`config.mk`:
```
export PLATFORM = sky130hd
export DESIGN_NAME = prp_unit
export DESIGN_NICKNAME = d
export VERILOG_FILES = /design/src/rtl/prp_pkg.sv /design/src/rtl/prp_unit.sv
export SDC_FILE = /design/constraint.sdc
export NUM_CORES = 1
export LEC_CHECK = 0
export BUFFER_PORTS_ARGS = -buffer_cell sky130_fd_sc_hd__buf_2
export CELL_PAD_IN_SITES_DETAIL_PLACEMENT = 1
export CELL_PAD_IN_SITES_GLOBAL_PLACEMENT = 1
export CORE_MARGIN = 2
export CORE_UTILIZATION = 35
export CTS_CLUSTER_SIZE = 30
export DETAILED_ROUTE_END_ITERATION = 7
export HOLD_SLACK_MARGIN = 0.1
export PLACE_DENSITY = 0.75
export SLEW_MARGIN = 5
export SYNTH_ARGS = -nofsm -noshare
export SYNTH_HDL_FRONTEND = slang
export SYNTH_SLANG_ARGS = --single-unit
```
`constraint.sdc`:
```
create_clock -name clock -period 9.3 [get_ports clock]
set_input_delay 0.93 -clock clock [delete_from_list [all_inputs] [get_ports clock]]
set_output_delay 0.93 -clock clock [all_outputs]
set_load 0.01 [all_outputs]
```
`src/rtl/prp_pkg.sv`:
```
// ----------------------------------------------------------------------------
// prp_pkg
// Shared constants and types for the pairwise repulsion pass.
// ----------------------------------------------------------------------------
package prp_pkg;

   localparam int MAX_ENTITIES = 64;
   localparam int IDX_W        = 6;
   localparam int CNT_W        = 7;
   localparam int POS_W        = 24;
   localparam int SUM_W        = 40;

   // register word indices, matched against paddr[4:2]
   localparam logic [2:0] REG_SEP_RADIUS = 3'd0;
   localparam logic [2:0] REG_FORCE_GAIN = 3'd1;
   localparam logic [2:0] REG_TIME_STEP  = 3'd2;
   localparam logic [2:0] REG_X_LIMIT    = 3'd3;
   localparam logic [2:0] REG_Y_LIMIT    = 3'd4;

   // arithmetic unit operations
   localparam logic [1:0] MODE_MUL  = 2'd0;
   localparam logic [1:0] MODE_DIV  = 2'd1;
   localparam logic [1:0] MODE_SQRT = 2'd2;

   typedef struct packed {
      logic       start;
      logic [1:0] mode;
      logic [5:0] count;
   } unit_cmd_type;

   typedef struct packed {
      logic done;
   } unit_sts_type;

endpackage

```
`src/rtl/prp_unit.sv`:
```
// ----------------------------------------------------------------------------
// prp_unit
// Shared bit-serial unit: shift-add multiply, restoring divide (32 quotient
// bits) and digit-by-digit square root, one step per cycle.
// ----------------------------------------------------------------------------
module prp_unit (
   input  logic                  clock,
   input  logic                  reset,
   input  prp_pkg::unit_cmd_type cmd,
   input  logic [39:0]           opnd_a,
   input  logic [63:0]           opnd_b,
   output prp_pkg::unit_sts_type sts,
   output logic [63:0]           result
);

   logic        busy_ff, busy_in;
   logic        done_ff, done_in;
   logic [1:0]  mode_ff, mode_in;
   logic [5:0]  cnt_ff, cnt_in;
   logic [39:0] a_ff, a_in;
   logic [63:0] b_ff, b_in;
   logic [63:0] acc_ff, acc_in;
   logic [27:0] rem_ff, rem_in;

   logic [63:0] mul_sum;
   logic [27:0] r2;
   logic [27:0] sub_rhs;
   logic [28:0] diff;
   logic        ge;

   always_comb begin
      mul_sum = {acc_ff[62:0], 1'b0} + (b_ff[63] ? {24'd0, a_ff} : 64'd0);
      if (mode_ff == prp_pkg::MODE_DIV) begin
         r2      = {2'd0, rem_ff[24:0], b_ff[63]};
         sub_rhs = {3'd0, a_ff[24:0]};
      end else begin
         r2      = {rem_ff[25:0], b_ff[63:62]};
         sub_rhs = {1'b0, acc_ff[24:0], 2'b01};
      end
      diff = {1'b0, r2} - {1'b0, sub_rhs};
      ge   = ~diff[28];
   end

   always_comb begin
      busy_in = busy_ff;
      done_in = 1'b0;
      mode_in = mode_ff;
      cnt_in  = cnt_ff;
      a_in    = a_ff;
      b_in    = b_ff;
      acc_in  = acc_ff;
      rem_in  = rem_ff;
      if (cmd.start) begin
         busy_in = 1'b1;
         mode_in = cmd.mode;
         cnt_in  = cmd.count;
         a_in    = opnd_a;
         acc_in  = 64'd0;
         if (cmd.mode == prp_pkg::MODE_DIV) begin
            // numerator >> 32 is below the divisor, so 32 steps suffice
            rem_in = {3'd0, opnd_b[56:32]};
            b_in   = {opnd_b[31:0], 32'd0};
         end else begin
            rem_in = 28'd0;
            b_in   = opnd_b;
         end
      end else if (busy_ff) begin
         cnt_in = cnt_ff - 6'd1;
         if (cnt_ff == 6'd1) begin
            busy_in = 1'b0;
            done_in = 1'b1;
         end
         case (mode_ff)
            prp_pkg::MODE_MUL: begin
               acc_in = mul_sum;
               b_in   = {b_ff[62:0], 1'b0};
            end
            prp_pkg::MODE_DIV: begin
               acc_in = {acc_ff[62:0], ge};
               rem_in = ge ? diff[27:0] : r2;
               b_in   = {b_ff[62:0], 1'b0};
            end
            default: begin
               acc_in = {acc_ff[62:0], ge};
               rem_in = ge ? diff[27:0] : r2;
               b_in   = {b_ff[61:0], 2'b00};
            end
         endcase
      end
   end

   always_ff @(posedge clock) begin
      if (reset) begin
         busy_ff <= 1'b0;
         done_ff <= 1'b0;
      end else begin
         busy_ff <= busy_in;
         done_ff <= done_in;
      end
      mode_ff <= mode_in;
      cnt_ff  <= cnt_in;
      a_ff    <= a_in;
      b_ff    <= b_in;
      acc_ff  <= acc_in;
      rem_ff  <= rem_in;
   end

   assign sts.done = done_ff;
   assign result   = acc_ff;

endmodule

```
After elaboration in Yosys (flattened, before gate mapping)

Index checks and enable logic that the tools add are counted.

Bitwise logic cells: 2
Mux-type cells: 19
Equal/unequal tests: 4
$add $sub $neg: 3
Reductions and logical operators: 5

Operators with widths:

| operator                                          | number |
|---|---|
| two-way mux 64 bit                                | 5 |
| two-way mux 26 bit                                | 4 |
| adder 64 x 40 -> 64 bit                           | 1 |
| two-way mux 40 bit                                | 1 |
| subtractor 28 x 27 -> 29 bit                      | 1 |
| two-way mux 28 bit                                | 1 |
| two-way mux 27 bit                                | 1 |
| two-way mux 25 bit                                | 1 |
| two-way mux 6 bit                                 | 2 |
| == test 6 x 1 -> 1 bit (second input constant)    | 1 |
| subtractor 6 x 1 -> 6 bit (second input constant) | 1 |
| == test 2 x 1 -> 1 bit (second input constant)    | 2 |
| two-way mux 1 bit                                 | 4 |
| OR reduction 3 bit                                | 1 |
| zero test 2 bit                                   | 1 |
| != test 2 bit (second input constant)             | 1 |
| inverter 1 bit                                    | 2 |
| AND reduction 2 bit                               | 1 |
| nonzero test 2 bit                                | 1 |
| OR reduction 2 bit                                | 1 |

Input bits: 115
Register bits: 204
Output and inout port bits: 65

Longest topological paths before layout

Gate-level depths: netlist of run 1.

Word-level depth: 7
Mapped depth: 19

Worst setup path after synthesis of run 1

Ideal clock, no wire load.

Path kind: register to register
From: register mode_ff[1]
To: register rem_ff[5] (data pin)
Path slack: 4.831 ns
Stages on the path, launching flop included: 17
Arrival: 4.208 ns
Required time: 9.039 ns
Path buffers: 5
Cell sequence: edfxtp_1 -> buf_2 -> nor2b_1 -> clkbuf_1 -> clkbuf_1 -> clkbuf_1 -> mux2i_1 -> ha_1 -> clkbuf_1 -> a41o_1 -> a211oi_1 -> nor3_1 -> a2111oi_1 -> a21oi_1 -> o21ai_1 -> nor4_1 -> a311o_1

Cells in the longest elaborated chain, start to end: 7
Elaborated cells between the ends (all ways): 8
Classes of those cells: add/sub (1); eq/ne (1); mux (6)

RTL lines:

| element                                                         | line                           | RTL |
|---|---|---|
| start, declared                                                 | prp_unit.sv:18                 | `logic [1:0] mode_ff, mode_in;` |
| start signal, assigned                                          | prp_unit.sv:100                | `mode_ff <= mode_in;` |
| == test 2 x 1 -> 1 bit *                                        | prp_unit.sv:33, prp_unit.sv:73 |  |
| two-way mux 28 bit / two-way mux 27 bit (equally long branches) | prp_unit.sv:33                 | `if (mode_ff == prp_pkg::MODE_DIV) begin` |
| subtractor 28 x 27 -> 29 bit                                    | prp_unit.sv:40                 | `diff = {1'b0, r2} - {1'b0, sub_rhs};` |
| two-way mux 26 bit *                                            | prp_unit.sv:80, prp_unit.sv:85 |  |
| two-way mux 26 bit *                                            | n/a                            |  |
| two-way mux 26 bit *                                            | prp_unit.sv:67                 | `end else if (busy_ff) begin` |
| two-way mux 26 bit *                                            | prp_unit.sv:53                 | `if (cmd.start) begin` |
| net rem_in[5]                                                   | prp_unit.sv:23                 | `logic [27:0] rem_ff, rem_in;` |
| end signal, assigned                                            | prp_unit.sv:105                | `rem_ff <= rem_in;` |
| end, declared                                                   | prp_unit.sv:23                 |  |

The timed path passes the listed nets; every way through them passes the cells marked *. The select of a mux whose other input is x is not followed.
A chain may end at the register's enable or synchronous reset.

Final worst setup path of run 1

Same ends and word-level chain as after synthesis.

==> results by group, run 1 <==
Worst setup path
  • Critical Path AT: 5.39 ns
  • Setup crit end kind: register
  • Max FO, Critical Path: 31
  • Worst path slowest cell: nor2b_4
  • Worst r2r path cells: 12
  • CP delay by family, top: compound AO/OA/AOI/OAI gates
  • Crit-path cells: nor2b_4 -> buf_4 -> mux2i_1 -> ha_1 -> and3b_1 -> o21ai_0 -> o311ai_0 -> o211ai_1 -> a21oi_1 -> o21ai_1 -> nor4_1 -> a311o_1
  • Worst path max stage delay: 0.76 ns
  • Buf/Inv on CP: 1
  • CP required: 9.60 ns
  • Crit path depth: 12
  • Startpoint class of the critical path: register
  • Setup CP Type: register to register

Clock tree
  • Post-CTS sizing: 0
  • Clock Tree Buf Depth: 3
  • H-tree levels: 1
  • Clock Root Buffer: clkbuf_16
  • CTS clock-pin slew for the worst setup and hold paths: 0.06 ns
  • Clock sink total: 204
  • Postcts setup bufs: 0
  • Worst skew pair latency: 0.55 ns
  • Hold Buf Count CTS: 0
  • CTS buffer count: 26
  • TritonCTS clock tree: done

Logic synthesis
  • Mapped Nets: 1790
  • Mapped Cells: 1605
  • Count leader, synth: nand2_1
  • Top cells by area, synth: edfxtp_1 30%, dfxtp_1 9.5%, nand2_1 7.1%
  • Cell taking the most area after synthesis: edfxtp_1
  • EDFF count, synth: 138
  • Post-synth top area share: 29.7%
  • Post-synthesis register bit count: 204
  • Synth cell types: 67
  • Synthesized cell area: 14000 um^2
  • Post-synth ARST share: 0%
  • Sequential element share of the synthesized area: 39.1%
  • Commonest cells in the synthesized netlist: 266 x nand2_1, 138 x edfxtp_1, 124 x o21ai_0
  • Syn avg cell area: 8.71 um^2
  • Main flop type after synthesis: edfxtp_1
  • Yosys warning count: 0

Detailed routing
  • First-pass detailed-route iteration total: 5
  • Final WL: 45500 um
  • Post-route DRC: 0
  • Post-route ant nets: 0
  • WL/cell: 20.1 um
  • Initial drt markers: 786
  • Vias/cell: 5.64
  • Routed vias: 12754

Placed design
  • Post-DP HPWL: 32500 um
  • Placement Setup Slack: 4.29 ns
  • GP Congestion: 0.876
  • IO Port Bufs: 179

Die
  • Die Y: 204 um
  • Initial core utilization: 35.3%
  • Placement Rows: 73
  • Chip Width: 204 um
  • Die area: 41500 um^2
  • IO Pins: 180
  • Placeable Area: 39500 um^2

Timing
  • Endpoints failing setup: 0
  • Worst-Margin Slew: 1.12 ns
  • Fin crit share: 54.8%
  • Setup TNS: 0 ns
  • Min Tclk post-route: 5.09 ns
  • RSZ-0062 raised after global routing: false
  • Final worst setup slack: 4.21 ns
  • Fin. max-slew vios: 0
  • Final Hold Fails: 0
  • Max Freq: 196 MHz
  • Slew headroom: 25.4%
  • Hold Worst Slack: 0.500 ns
  • Worst Clk Skew: 0.0240 ns

Global route
  • Initial antenna violation count: 2
  • GRT Resource Usage Total: 21.6%
  • GRT overflow: 0
  • Largest net degree at the start of global routing: 158
  • Vias in the first global route: 13106
  • First-pass GRT wire length: 72200 um

Pwr
  • LEAKAGE: 6.52 nW
  • Cell Pwr Density: 227 nW/um^2
  • Worst VDD drop: 0.000133 V

Finish
  • Sequential cell area: 5470 um^2
  • Area occupied by multi-input gates: 8010 um^2
  • Layout Area Growth over Synthesis: 15.3%
  • Nets: 1901
  • Ratio of cells with drive above 1 in the final layout: 14.6%
  • Fill cells: 4658

Run
  • Max-cap violations: 0

Outcome
  • Status: finished, final reports clean

Worst hold path
  • Hold depth: 2
  • Worst min path class: register to register
## stage by stage
| step | area [um^2] | cells | util [%] | total power, mW |
|---|---|---|---|---|
| 2_1_floorplan | 14000 | 1605 | - | 2.24 |
| 3_3_place_gp | 15200 | 2213 | 38.5 | 2.56 |
| 3_5_place_dp | 15200 | 2213 | 38.5 | 2.61 |
| 4_1_cts | 16100 | 2261 | 40.7 | 3.67 |
| 5_1_grt | 16100 | 2262 | 40.7 | 3.88 |
| 6_report | 16100 | 2262 | 40.7 | 3.65 |
## metal layers
layer  track usage, %  up-vias  routed length [um]  share of wire [%]
li1                 -     6120                   -                  -
met1             30.0     6237               21100                 46
met2             35.4      333               20900                 46
met3             3.67       62                2770                6.1
met4             4.38        2                 697                1.5
met5                0        -                  17              0.037
## cells by family after synthesis
family,share of synthesized area [%]
AND/OR/NAND/NOR,20.0
AO/OA/AOI/OAI,21.1
flip-flops,39.1
buffers and inverters,3.75
XOR/XNOR,4.70
adder cells (fa/ha/maj),6.37
multiplexers,4.95
## final timing paths
kind	endpoint	slack, ns	start
hold reg to reg	result[63]	0.50	result[63]
hold / removal	result[63]	0.50	result[63]
setup reg to reg	rem_ff[5]	4.21	mode_ff[1]
setup / recovery	rem_ff[5]	4.21	mode_ff[1]
## power breakdown
group          total, mW  leakage (nW)  switching [mW]  internal, mW
clock               1.05         0.418           0.415         0.631
sequential          1.24          1.94          0.0998          1.14
combinational       1.37          4.16           0.815         0.555
## worst min-delay path: stages (launching register included)
cell     delay (ns)
dfxtp_1        0.33
nand2_1        0.05
o21ai_0        0.08
## area by class of cell
type                       count  area share (%)
clock buffer                  37            4.55
timing repair buffer         192            6.30
antenna                        1          0.0155
inverter                      26           0.606
clock inverter                11           0.846
tap                          525            4.08
multi-input combinational   1266            49.7
sequential                   204            33.9
## registers in the layout, indices dropped and copies added (netlist names)
name and flops:
b_ff 64, result 64, a_ff 40, rem_ff 26
cnt_ff 6, mode_ff 2, busy_ff 1, sts 1
## placed cells by master, fill, tap and decap left out, drive strengths merged, types with 16 or more instances in the layout
cell type    n
nand2      266
mux2i       68
buf        191
a311oi      33
clkbuf      38
dfxtp       66
a21o        28
xnor2       32
nor2b       46
o21ai      127
and2        44
a31oi       40
nand3       67
ha          68
a21oi       79
nand4       16
edfxtp     138
nor2        92
a211oi      57
xor2        43
inv         26
nor3        20
Note: power is estimated with default switching activity, not from simulation.
==> run 2, diff against run 1 <==
--- a/config.mk
+++ b/config.mk
@@ -13,7 +13,7 @@
 export CTS_CLUSTER_SIZE = 30
 export DETAILED_ROUTE_END_ITERATION = 7
 export HOLD_SLACK_MARGIN = 0.1
-export PLACE_DENSITY = 0.75
+export PLACE_DENSITY = 0.78
 export SLEW_MARGIN = 5
 export SYNTH_ARGS = -nofsm -noshare
 export SYNTH_HDL_FRONTEND = slang
==> constraint.sdc (replaced) <==
create_clock -name clock -period 4.1 [get_ports clock]
set_input_delay 0.41 -clock clock [delete_from_list [all_inputs] [get_ports clock]]
set_output_delay 0.41 -clock clock [all_outputs]
set_load 0.01 [all_outputs]
==> run 2 against run 1 <==
Compared with the run above: die area did not move; sequential cell count did not move; setup slack got worse by 4.1 ns; non-clock buffer count rose by 98; first-iteration DRC count rose by 2.2%; combinational power rose to 2.6 times the previous value; wire length rose by 2.7%; final cell count rose by 4.3%; critical endpoint is now rem_ff[19]; largest cell class unchanged; largest power group unchanged; highest routed layer is now met4.
==> results by group, run 2 (synthesis gave the netlist of run 1 again) <==
Outcome
  • Status: finished, final reports clean (unchanged)

Pwr
  • P_sw: 3.24 mW (was 1.33 mW)
  • Logic pwr share: 40.6% (was 37.5%)
  • Internal Power: 5.57 mW (was 2.32 mW)
  • LEAKAGE: 7.02 nW (was 6.52 nW)
  • Tot Pwr: 8.81 mW (was 3.65 mW)
  • Cell Pwr Density: 516 nW/um^2 (was 227 nW/um^2)
  • Worst VDD drop: 0.000281 V (was 0.000133 V)
  • Sequential power share: 31.8% (was 33.8%)
  • Clk pwr share: 27.5% (was 28.6%)
  • Sw frac: 36.8% (was 36.4%)

Die
  • Initial core utilization: 35.3% (unchanged)
  • Die Y: 204 um (unchanged)
  • IO Pins: 180 (unchanged)
  • Placeable Area: 39500 um^2 (unchanged)
  • Die area: 41500 um^2 (unchanged)
  • Chip Width: 204 um (unchanged)
  • Placement Rows: 73 (unchanged)

Clock tree
  • Clock Root Buffer: clkbuf_16 (unchanged)
  • Worst skew pair latency: 0.56 ns (was 0.55 ns)
  • TritonCTS clock tree: done (unchanged)
  • CTS buffer count: 26 (unchanged)
  • Clock sink total: 204 (unchanged)
  • H-tree levels: 1 (unchanged)
  • CTS clock-pin slew for the worst setup and hold paths: 0.06 ns (about the same)
  • Clock Tree Buf Depth: 3 (unchanged)

Finish
  • Final Util: 43.2% (was 40.7%)
  • Ratio of cells with drive above 1 in the final layout: 17.4% (was 14.6%)
  • Commonest cells after routing, fill and taps aside: 266 x nand2_1, 178 x buf_2, 138 x edfxtp_1, 123 x o21ai_0, 90 x nor2_1 (was 266 x nand2_1, 178 x buf_2, 138 x edfxtp_1, 124 x o21ai_0, 90 x nor2_1)
  • Layout Area Growth over Synthesis: 22.2% (was 15.3%)
  • Inserted Diodes: 0 (was 1)
  • Nets: 1999 (was 1901)
  • Post-Layout Cell Count: 2359 (was 2262)
  • Design Area, Final: 17100 um^2 (was 16100 um^2)
  • Commonest non-fill, non-tap cell in the layout: nand2_1 (unchanged)

Timing
  • Worst Clk Skew: 0.0187 ns (was 0.0240 ns)
  • Fin. max-slew vios: 0 (unchanged)
  • Endpoints failing setup: 0 (unchanged)
  • Slew headroom: 21.6% (was 25.4%)
  • Fin crit share: 96.6% (was 54.8%)
  • Final Hold Fails: 0 (unchanged)
  • Setup TNS: 0 ns (unchanged)
  • Min Tclk post-route: 3.96 ns (was 5.09 ns)
  • Max Freq: 253 MHz (was 196 MHz)
  • Hold Worst Slack: 0.155 ns (was 0.500 ns)
  • Final worst setup slack: 0.141 ns (was 4.21 ns)
  • Worst-Margin Slew: 1.18 ns (was 1.12 ns)

Detailed routing
  • Final WL: 46700 um (was 45500 um)
  • Post-route ant nets: 0 (unchanged)
  • WL/cell: 19.8 um (was 20.1 um)
  • Post-route DRC: 0 (unchanged)
  • First-pass detailed-route iteration total: 5 (unchanged)
  • Initial drt markers: 803 (was 786)
  • Routed vias: 13157 (was 12754)
  • Vias/cell: 5.58 (was 5.64)

Global route
  • GRT Resource Usage Total: 22.1% (was 21.6%)
  • First-pass GRT wire length: 74000 um (was 72200 um)
  • Vias in the first global route: 13653 (was 13106)
  • Initial antenna violation count: 0 (was 2)
  • Largest net degree at the start of global routing: 124 (was 158)
  • GRT overflow: 0 (unchanged)

Worst setup path
  • Setup crit end kind: register (unchanged)
  • Max FO, Critical Path: 13 (was 31)
  • Crit-path cells: buf_4 -> nor2b_4 -> buf_12 -> buf_6 -> nor2_1 -> a21oi_1 -> ha_1 -> a21o_1 -> a21oi_1 -> a21boi_1 -> a2111oi_2 -> buf_4 -> nor2_1 -> a311oi_2 -> xnor2_1 -> mux2i_1 -> o21ai_1 (was nor2b_4 -> buf_4 -> mux2i_1 -> ha_1 -> and3b_1 -> o21ai_0 -> o311ai_0 -> o211ai_1 -> a21oi_1 -> o21ai_1 -> nor4_1 -> a311o_1)
  • Startpoint class of the critical path: register (unchanged)
  • Setup CP Type: register to register (unchanged)
  • Worst path max stage delay: 0.52 ns (was 0.76 ns)
  • Worst path slowest cell: a2111oi_2 (was nor2b_4)
  • Critical Path AT: 4.22 ns (was 5.39 ns)
  • Reg-to-reg slack, setup: 0.14 ns (was 4.21 ns)
  • CP required: 4.36 ns (was 9.60 ns)

Placed design
  • IO Port Bufs: 179 (unchanged)
  • Placement Setup Slack: -0.0531 ns (was 4.29 ns)
  • Placed instance area: 15700 um^2 (was 15200 um^2)
  • GP Congestion: 0.922 (was 0.876)
  • Post-DP HPWL: 34000 um (was 32500 um)
  • Dpl cells: 2266 (was 2213)

Worst hold path
  • Worst min path class: primary input to register (was register to register)

Run
  • Max-cap violations: 0 (unchanged)
## run 2: what timing repair did
action | CTS | global route
buffers inserted | 0 | 2
hold buffers | 43 | 0
resized for setup | 2 | 13
hold endpoints to repair | 44 | 0
setup endpoints to repair | 2 | 27
pin swaps | 0 | 3
## run 2: worst paths after layout
path,startpoint,to,depth (start not counted)
max,mode_ff[1],rem_ff[19],17
min,cmd[1],cnt_ff[1],3
max reg2reg,mode_ff[1],rem_ff[19],17
min reg2reg,result[63],result[63],2
## run 2: layer usage
layer	part of all wire [%]	routed length (um)	up-vias	GRT usage [%]
met1	47	22000	6522	30.6
met2	47	21900	261	37.3
met5	0	0	-	0
li1	-	-	6327	-
met4	1.7	777	0	4.09
met3	4.1	1930	47	2.66
## run 2: power groups by stage
stage                     registers, mW  clock network [mW]  logic (mW)
after global routing               2.84                2.55        3.94
after global placement             2.83                   0        3.29
final                              2.80                2.43        3.58
after floorplan                    2.76                   0        2.33
after detailed placement           2.83                   0        3.41
after CTS                          2.80                2.47        3.47
## run 2: critical path, delay by kind of cell, from the launching register on
| family | cells | cell delay, ns |
|---|---|---|
| AO/OA/AOI/OAI | 7 | 1.58 |
| XOR/XNOR | 1 | 0.16 |
| flip-flops | 1 | 0.41 |
| multiplexers | 1 | 0.17 |
| AND/OR/NAND/NOR | 3 | 0.33 |
| adder cells (fa/ha/maj) | 1 | 0.28 |
| buffers and inverters | 4 | 0.72 |
## run 2: layout make-up
cell class | instances | area, um^2
clock inverters | 16 | 184
fillers | 4628 | 22500
well taps | 525 | 657
multi-input cells | 1266 | 8060
inverters | 26 | 97.6
clock buffers | 32 | 704
flip-flops and latches | 204 | 5470
repair buffers | 290 | 1900
==> run 3, diff against run 2 <==
--- a/config.mk
+++ b/config.mk
@@ -10,6 +10,7 @@
 export CELL_PAD_IN_SITES_GLOBAL_PLACEMENT = 1
 export CORE_MARGIN = 2
 export CORE_UTILIZATION = 35
+export CTS_BUF_LIST = sky130_fd_sc_hd__clkbuf_4 sky130_fd_sc_hd__clkbuf_8 sky130_fd_sc_hd__clkbuf_16
 export CTS_CLUSTER_SIZE = 30
 export DETAILED_ROUTE_END_ITERATION = 7
 export HOLD_SLACK_MARGIN = 0.1
==> run 3 against run 2 <==
Compared with the run above: sequential share of layout area about the same; setup slack improved by 0.0041 ns; final area about the same; hold slack improved by 0.00096 ns; total power increased by 0.16%; clock skew increased by 0.0017 ns; non-clock buffer count unchanged; fmax increased by 0.10%; largest cell class unchanged.
==> results by group, run 3 (synthesis gave the netlist of run 1 again) <==
Timing
  • Worst Clk Skew: 0.0203 ns (was 0.0187 ns)
  • Min Tclk post-route: 3.96 ns (about the same)
  • Worst-Margin Slew: 1.17 ns (was 1.18 ns)
  • Fin crit share: 96.5% (was 96.6%)
  • Fin. max-slew vios: 0 (unchanged)
  • Slew headroom: 22.0% (was 21.6%)
  • Max Freq: 253 MHz (about the same)
  • Endpoints failing setup: 0 (unchanged)
  • Final Hold Fails: 0 (unchanged)

Run
  • Max-cap violations: 0 (unchanged)

Worst setup path
  • CP Launch Point: mode_ff[1] (unchanged)
  • Critical Path AT: 4.22 ns (about the same)
  • Max FO, Critical Path: 13 (unchanged)
  • Crit path to: rem_ff[19] (unchanged)
  • Reg-to-reg startpoint: mode_ff[1] (unchanged)
  • Worst r2r path cells: 15 (was 17)
  • Reg-to-reg slack, setup: 0.14 ns (about the same)
  • Setup CP Type: register to register (unchanged)
  • FF-to-FF End: rem_ff[19] (unchanged)
  • CP required: 4.36 ns (about the same)
  • Startpoint class of the critical path: register (unchanged)
  • Setup crit end kind: register (unchanged)

Global route
  • GRT overflow: 0 (unchanged)
  • Vias in the first global route: 13660 (was 13653)
  • GRT Resource Usage Total: 22.1% (about the same)
  • Initial antenna violation count: 0 (unchanged)
  • First-pass GRT wire length: 74000 um (about the same)
  • Largest net degree at the start of global routing: 124 (unchanged)

Placed design
  • GP Congestion: 0.922 (unchanged)
  • Placed instance area: 15700 um^2 (unchanged)
  • Post-DP HPWL: 34000 um (unchanged)
  • IO Port Bufs: 179 (unchanged)

Clock tree
  • CTS clock-pin slew for the worst setup and hold paths: 0.06 ns (about the same)
  • H-tree levels: 1 (unchanged)
  • Clock Tree Buf Depth: 3 (unchanged)
  • Clock Root Buffer: clkbuf_16 (unchanged)
  • TritonCTS clock tree: done (unchanged)
  • CTS buffer count: 26 (unchanged)
  • Worst skew pair latency: 0.56 ns (about the same)
  • Clock sink total: 204 (unchanged)

Finish
  • Commonest cells after routing, fill and taps aside: 266 x nand2_1, 178 x buf_2, 138 x edfxtp_1, 123 x o21ai_0, 90 x nor2_1 (unchanged)
  • Ratio of cells with drive above 1 in the final layout: 17.6% (was 17.4%)
  • Fill cells: 4628 (unchanged)
  • Nets: 1999 (unchanged)
  • Final Util: 43.2% (about the same)
  • Layout Area Growth over Synthesis: 22.3% (was 22.2%)
  • Inserted Diodes: 0 (unchanged)
  • Design Area, Final: 17100 um^2 (about the same)
  • Commonest non-fill, non-tap cell in the layout: nand2_1 (unchanged)

Detailed routing
  • Post-route DRC: 0 (unchanged)
  • Post-route ant nets: 0 (unchanged)
  • WL/cell: 19.8 um (about the same)
  • Routed vias: 13140 (was 13157)
  • Vias/cell: 5.57 (was 5.58)
  • Final WL: 46600 um (was 46700 um)
  • First-pass detailed-route iteration total: 5 (unchanged)
  • Initial drt markers: 748 (was 803)

Pwr
  • Worst VDD drop: 0.000281 V (about the same)
  • Logic pwr share: 40.5% (was 40.6%)
  • Sw frac: 36.6% (was 36.8%)
  • LEAKAGE: 7.03 nW (was 7.02 nW)
  • P_sw: 3.23 mW (was 3.24 mW)
  • Cell Pwr Density: 516 nW/um^2 (about the same)
  • Sequential power share: 31.8% (about the same)
  • Tot Pwr: 8.82 mW (was 8.81 mW)
  • Internal Power: 5.59 mW (was 5.57 mW)
  • Clk pwr share: 27.8% (was 27.5%)

Die
  • IO Pins: 180 (unchanged)
  • Initial core utilization: 35.3% (unchanged)
  • Die area: 41500 um^2 (unchanged)
  • Die Y: 204 um (unchanged)
  • Placement Rows: 73 (unchanged)
  • Placeable Area: 39500 um^2 (unchanged)
  • Chip Width: 204 um (unchanged)

Worst hold path
  • Worst min path class: primary input to register (unchanged)

Outcome
  • Status: finished, final reports clean (unchanged)
==> run 3: stage by stage <==
| stage | setup TNS [ns] | instances | hold slack [ns] | setup WS [ns] |
|---|---|---|---|---|
| finish | 0 | 2359 | 0.156 | 0.145 |
| global route | -0.0518 | 2359 | 0.170 | -0.0515 |
| floorplan | 0 | 1605 | 0.482 | 0.0254 |
| detailed placement | -0.0789 | 2266 | 0.458 | -0.0531 |
| global placement | -0.113 | 2266 | 0.438 | -0.113 |
| CTS | 0 | 2357 | 0.126 | 0.00181 |
==> run 3: critical path, stage by stage (launching register included) <==
cell and delay [ns]:
edfxtp_1 0.41, buf_4 0.17, nor2b_4 0.18, buf_12 0.15, buf_6 0.19, mux2i_1 0.31
ha_1 0.34, a21oi_1 0.23, a21boi_1 0.14, a2111oi_2 0.52, buf_4 0.21, nor2_1 0.08
a311oi_2 0.32, xnor2_1 0.16, mux2i_1 0.17, o21ai_1 0.07
==> run 3: timing repair <==
action                                  in CTS  in global routing
endpoints found under the hold margin       44                  0
resized for setup                            2                 13
endpoints found under the setup margin       2                 27
pin swaps                                    0                  3
hold buffers                                43                  0
gates cloned                                 0                  0
setup buffers                                0                  2
==> run 3: power by group through the flow <==
stage | Sequential [mW] | Clock [mW] | Combinational, mW
after detailed placement | 2.83 | 0 | 3.41
after floorplan | 2.76 | 0 | 2.33
after global routing | 2.84 | 2.58 | 3.94
after global placement | 2.83 | 0 | 3.29
final | 2.80 | 2.45 | 3.57
after CTS | 2.80 | 2.50 | 3.47
==> run 3: per-layer routing <==
metal / up-vias / routed length (um) / part of all wire [%] / global-route usage (%)
met3: 48 / 1990 / 4.3 / 2.66
met5: - / 0 / 0 / 0
met2: 285 / 22100 / 47 / 37.3
met1: 6482 / 21800 / 47 / 30.6
li1: 6325 / - / - / -
met4: 0 / 776 / 1.7 / 4.09
==> run 3: worst min-delay path by stage <==
stage	start	to	slack (ns)	cells after the start
final	cmd[1]	cnt_ff[1]	0.16	3
after global placement	result[63]	result[63]	0.44	2
after CTS	cmd[1]	cnt_ff[1]	0.13	3
after floorplan	reset	busy_ff	0.48	1
after detailed placement	result[63]	result[63]	0.46	2
after global routing	cmd[4]	cnt_ff[4]	0.17	3
==> run 3: final cells by class <==
class,instances,area [um^2],area share [%]
inverters,26,97.6,0.571
clock inverters,16,184,1.08
flip-flops and latches,204,5470,32.0
well taps,525,657,3.84
clock buffers,32,719,4.21
repair buffers,290,1900,11.1
multi-input cells,1266,8060,47.2
